<file path="src/sv/vrp_divider.sv">
// pipelined restoring divider: signed dividend by positive divisor, truncating
`timescale 1ns / 1ps
module vrp_divider #(
    parameter int DEN_W = 15
) (
    input  logic              i_clk,
    input  logic              i_en,
    input  logic signed [31:0] i_num,
    input  logic [DEN_W-1:0]  i_den,
    output logic signed [31:0] o_quo
);

    logic [DEN_W-1:0] r_rem [0:31];
    logic [31:0]      r_work [0:31];
    logic [DEN_W-1:0] r_den [0:31];
    logic             r_neg [0:31];

    genvar k;
    generate
        for (k = 0; k < 32; k++) begin : g_step
            logic [DEN_W-1:0] rem_in;
            logic [31:0]      work_in;
            logic [DEN_W-1:0] den_in;
            logic             neg_in;
            logic [DEN_W:0]   sh;
            logic             ge;
            if (k == 0) begin : g_first
                assign rem_in = '0;
                assign work_in = i_num[31] ? 32'(-i_num) : i_num;
                assign den_in = i_den;
                assign neg_in = i_num[31];
            end else begin : g_rest
                assign rem_in = r_rem[k-1];
                assign work_in = r_work[k-1];
                assign den_in = r_den[k-1];
                assign neg_in = r_neg[k-1];
            end
            assign sh = {rem_in, work_in[31]};
            assign ge = sh >= {1'b0, den_in};
            always_ff @(posedge i_clk) begin
                if (i_en) begin
                    r_rem[k] <= ge ? DEN_W'(sh - {1'b0, den_in}) : sh[DEN_W-1:0];
                    r_work[k] <= {work_in[30:0], ge};
                    r_den[k] <= den_in;
                    r_neg[k] <= neg_in;
                end
            end
        end
    endgenerate

    assign o_quo = r_neg[31] ? 32'(-r_work[31]) : r_work[31];

endmodule

</file>
<file path="config.mk">
export PLATFORM = sky130hd
export DESIGN_NAME = vrp_divider
export DESIGN_NICKNAME = d
export VERILOG_FILES = /design/src/sv/vrp_divider.sv
export SDC_FILE = /design/constraint.sdc
export NUM_CORES = 2
export LEC_CHECK = 0
export BUFFER_PORTS_ARGS = -buffer_cell sky130_fd_sc_hd__buf_2
export CAP_MARGIN = 10
export CORE_MARGIN = 4
export CORE_UTILIZATION = 40
export DETAILED_ROUTE_END_ITERATION = 16
export PLACE_DENSITY_LB_ADDON = 0.3
export SLEW_MARGIN = 25
export SYNTH_ARGS = -nofsm -noshare
export SYNTH_HDL_FRONTEND = slang
export SYNTH_SLANG_ARGS = --single-unit
</file>
<file path="constraint.sdc">
create_clock -name i_clk -period 6.1 [get_ports i_clk]
set_clock_uncertainty 0.1 [all_clocks]
set_input_delay 0.305 -clock i_clk [delete_from_list [all_inputs] [get_ports i_clk]]
set_output_delay 0.305 -clock i_clk [all_outputs]
set_load 0.05 [all_outputs]
</file>
* Yosys cells after proc, flatten, opt, wreduce, memory -nomap -nowiden *
Memories as Yosys holds them, arrays and structs flattened.
Index checks and enable logic that the tools add are counted.

cells by class
  add/sub/neg operators = 34
  magnitude comparators = 32
  multiplexer cells = 36

operators by type and width
  operator                                                        count
  16-bit by 15-bit greater-or-equal comparator with 1-bit output  31
  15-bit 2-to-1 mux                                               32
  15-bit subtractor                                               31
  32-bit 2-to-1 mux                                               2
  32-bit negator                                                  2
  1-bit by 15-bit greater-or-equal comparator with 1-bit output   1
  1-bit by 15-bit subtractor with 15-bit output                   1
  1-bit 2-to-1 mux                                                2

storage, ports and cells
  memories = 4
  input bits = 49
  RAM bits = 2016
  word-level logic and storage cells = 106
  register bits = 0

memories
  name    depth  width  read ports  clocked after Yosys merged registers in  write ports  RTL line  RTL
  r_work  32     32     32          0                                        32           14        logic [31:0] r_work [0:31];
  r_den   32     15     31          0                                        32           15        logic [DEN_W-1:0] r_den [0:31];
  r_rem   32     15     31          0                                        32           13        logic [DEN_W-1:0] r_rem [0:31];
  r_neg   32     1      32          0                                        32           16        logic r_neg [0:31];

* Logic depth before layout (Yosys ltp) *
  depth after elaboration = 4
  mapped depth = 13
  depth with buffers taken out = 13

* Least setup slack after synthesis *
Ideal clock, no wire load.

  kind = input to register
  start point = in i_num[13]
  end point = mem r_rem[0][0] (data pin)
  stages on the path = 11
  arrival time = 3.160 ns
  setup time = 0.279 ns
  path slack = 2.561 ns
  data required time = 5.721 ns
  path buffers = 0
  cell sequence = or4_1 > or3_1 > nor4b_2 > nand2_1 > or2_2 > nand4bb_1 > ha_1 > clkinv_1 > o21ai_1 > nor3_1 > mux2i_1

RTL lines
  what                RTL line  RTL
  start: declaration  8         input logic signed [31:0] i_num,
  end: declaration    13

==> reports/qor.json <==
{
  "detailed_routing": {
    "routed-wl-met3_um": 6900,
    "topRoutingLayerUsed": "met4",
    "drt_drc_violations_left": 0,
    "wl_per_cell_um": 16.5,
    "route.vias.total": 49300,
    "avgViaCountPerCell": 5.04,
    "detailedRoute.firstIterationViolations": 3182,
    "drt_pre_antenna_iters": 5,
    "detail_route.wirelength.met1_um": 72600,
    "wl_met2_um": 76400,
    "detailed_route_wl_um": 161000,
    "antenna_violating_nets_post_route": 0
  },
  "yosys": {
    "synth-warning-count": 0,
    "synth_simple_gate_area_frac": 0.0648,
    "synth.most_common_cell": "sky130_fd_sc_hd__edfxtp_1",
    "yosysTopAreaCell": "sky130_fd_sc_hd__edfxtp_1",
    "synthesis.area_per_instance_sq_um": 14.0,
    "yosys_most_used_dff": "sky130_fd_sc_hd__edfxtp_1",
    "number_of_nets_in_the_synthesized_netlist": 6889,
    "synth_area_sq_mm": 0.0889,
    "synth.yosys.seq_area_share": 0.671,
    "synthesis.instances": 6341,
    "synth_fa_ha_area_frac": 0.0727,
    "synth-async-reset-ratio": 0,
    "postSynthRegisterBits": 1986,
    "synth_area_leaders": "sky130_fd_sc_hd__edfxtp_1 (67%), sky130_fd_sc_hd__ha_1 (6.6%), sky130_fd_sc_hd__inv_1 (2.6%), sky130_fd_sc_hd__o21ai_0 (2.4%), sky130_fd_sc_hd__mux2_2 (2.4%)",
    "synth_top_family_by_area": "compound AO/OA/AOI/OAI gates",
    "synth_xor_xnor_area_share": 0.0338,
    "synth_cell_type_count": 79,
    "post_synth_most_frequent_cells": "sky130_fd_sc_hd__edfxtp_1 (1986), sky130_fd_sc_hd__inv_1 (627), sky130_fd_sc_hd__ha_1 (469)",
    "muxShareOfSynthArea": 0.0286,
    "compound_gate_fraction_of_synth_area": 0.0989,
    "synth_edf_count": 1986,
    "yosys.area.top_type_share": 0.671
  },
  "clock_tree": {
    "postCtsHoldBufs": 68,
    "ctsHtreeMaxLevel": 4,
    "clock_latency_ns": 0.82,
    "post_cts_resize_count": 0,
    "numClockSinks": 1986,
    "cts_inserted_buffers": 202,
    "cts_buffer_depth": 3,
    "cts.repair_timing.setup_buffer_count": 0,
    "clk_transition_reported_paths_ns": 0.06,
    "tritoncts": "built",
    "cts.root.buffer_cell": "sky130_fd_sc_hd__clkbuf_16"
  },
  "sta": {
    "maxSlewViolCount": 0,
    "fmaxAchievable_mhz": 238,
    "timing.final.setup_violations": 0,
    "post-route-worst-setup-slack_ns": 1.89,
    "finalCriticalPeriod_ns": 4.21,
    "totalNegativeSetupSlack_ns": 0,
    "grt_setup_unrepaired": "false",
    "max_slew.worst_pin.slew_ns": 1.32,
    "post-route-period-util": 0.690,
    "hold-worst-slack_ns": 0.113,
    "report.final.hold_viol_count": 0,
    "max_slew_margin": 0.122
  },
  "final_layout": {
    "layout_stage_area_growth_over_the_synthesis_result_pct": 13.4,
    "design.final.nets": 7202,
    "post_layout_cell_count": 9778,
    "final_area_sq_mm": 0.101,
    "antennaDiodeCount": 0,
    "post_route_cells_drive_above_1_share": 0.104,
    "postLayoutCoreUtil": 0.458
  },
  "place": {
    "placement.cell_area_sq_mm": 0.0933,
    "gp_routability_congestion": 0.867,
    "io_buffer_count": 80,
    "place_ws_ns": 1.59,
    "placed_insts": 9338,
    "hpwlAfterDp_um": 113000
  },
  "worst_setup_path": {
    "rr_endpoint": "r_rem[2][7]",
    "start_kind": "register",
    "critPathSlowestCell": "sky130_fd_sc_hd__o41ai_4",
    "crit_path_max_incr_delay_ns": 0.63,
    "timing.critical_path.cells": "or4_4 -> or3_4 -> o41ai_4 -> a21boi_0 -> nand2_1 -> xor2_1 -> buf_2",
    "cp_data_required_time_ns": 5.69,
    "r2r-start": "r_den[7][0]",
    "worstSetupEndpointType": "output pin",
    "regToRegSetupSlack_ns": 2.52,
    "r2r.worst_path.cells": 10,
    "arrival_ns": 3.80,
    "type_of_the_setup_path_with_the_least_slack": "reg -> out",
    "cp_max_fo": 5
  },
  "floorplanning": {
    "core_sq_mm": 0.220,
    "fp.dieArea_sq_mm": 0.230,
    "dieHeight_um": 480,
    "ioPinCount": 81,
    "floorplan.initialDensity": 0.404,
    "rows": 172,
    "die_x_um": 480
  },
  "grt": {
    "first_global_vias": 48900,
    "grt_max_degree": 211,
    "antenna_found_initial": 1,
    "overall_global_routing_usage": 0.139,
    "grt_overflow_total": 0,
    "grt_first_pass_wirelength_um": 261000
  },
  "pwr": {
    "cellPowerDensity_mw_per_mm2": 477,
    "ir_drop_uv": 295,
    "p_leak_nw": 37.9,
    "total_power_mw": 48.1
  },
  "outcome": {
    "outcome": "finished clean"
  },
  "min_path": {
    "launch_instance_of_the_worst_min_delay_path": "i_den[4]",
    "worst_hold_path_stage_count": 2,
    "hold-path-endpoint": "r_den[0][4]",
    "min-delay-path-class": "in -> reg"
  },
  "job": {
    "maximum_capacitance_violations": 0
  }
}
per-layer routing:
metal  GRT usage  up-vias
met3      0.0237      304
met1       0.185    23700
met2       0.231      938
met5           0        -
li1            -    24300
met4      0.0493        0
worst max path at each step:
stage / start / end / slack, ns / cells after the start
global placement: i_num[13] / r_rem[0][0] / 1.67 / 12
finish: r_work[31][12] / o_quo[26] / 1.89 / 7
global route: i_num[13] / r_rem[0][0] / 1.61 / 13
detailed placement: i_num[11] / r_rem[0][0] / 1.59 / 12
CTS: r_work[31][12] / o_quo[26] / 1.46 / 7
floorplan: i_num[13] / r_rem[0][0] / 2.56 / 11
layout make-up:
cell class,count,area (sq um)
multi-input combinational,3633,26700
tap,2958,3700
fill,19400,120000
clock inverter,134,1560
clock buffer,236,5200
inverter,628,2360
timing repair buffer,203,1660
sequential,1986,59600
report_power, final:
group / internal (mW) / total [mW] / switching (mW)
registers: 18.5 / 19.8 / 1.28
logic: 7.18 / 15.9 / 8.74
clock network: 7.22 / 12.4 / 5.19
total: 32.9 / 48.1 / 15.2
placed cells by master, fill, tap and decap left out, types with 45 or more instances in the layout:
cell type and n:
sky130_fd_sc_hd__clkbuf_16 203, sky130_fd_sc_hd__o21a_1 116, sky130_fd_sc_hd__nand3_1 45, sky130_fd_sc_hd__nor2_1 249, sky130_fd_sc_hd__nand2_1 370, sky130_fd_sc_hd__a211oi_1 45
sky130_fd_sc_hd__inv_1 627, sky130_fd_sc_hd__dlygate4sd3_1 68, sky130_fd_sc_hd__nor3_1 101, sky130_fd_sc_hd__edfxtp_1 1986, sky130_fd_sc_hd__a21o_1 92, sky130_fd_sc_hd__mux2_2 187
sky130_fd_sc_hd__nand4_1 55, sky130_fd_sc_hd__ha_1 469, sky130_fd_sc_hd__o21ai_0 428, sky130_fd_sc_hd__o31ai_1 60, sky130_fd_sc_hd__xnor2_1 238, sky130_fd_sc_hd__nand2b_1 52
sky130_fd_sc_hd__xor2_1 105, sky130_fd_sc_hd__nor2b_1 81, sky130_fd_sc_hd__buf_2 79, sky130_fd_sc_hd__a21oi_1 333
cell families (layout without fill, tap and decap cells):
logic type	count (synthesis)	after routing
buf+inv	722	1201
flops	1986	1986
simple gates	1169	1169
compound gates	1391	1391
fa+ha+maj	499	499
mux	231	231
xor+xnor	343	343
state kept, by name, summed over array words and instances (netlist names):
name,cells
r_rem,465
r_work,1024
r_den,465
r_neg,32
worst max-delay path: cells and delay by family (launching register included):
| family | cells | cell delay (ns) |
|---|---|---|
| xor gates and xnor gates | 1 | 0.14 |
| and+or+nand+nor | 3 | 1.06 |
| buffers and inverters | 1 | 0.28 |
| AOI/OAI and AO/OA | 2 | 1.05 |
| DFF | 1 | 0.46 |
Power figures use the tool's default switching activity.
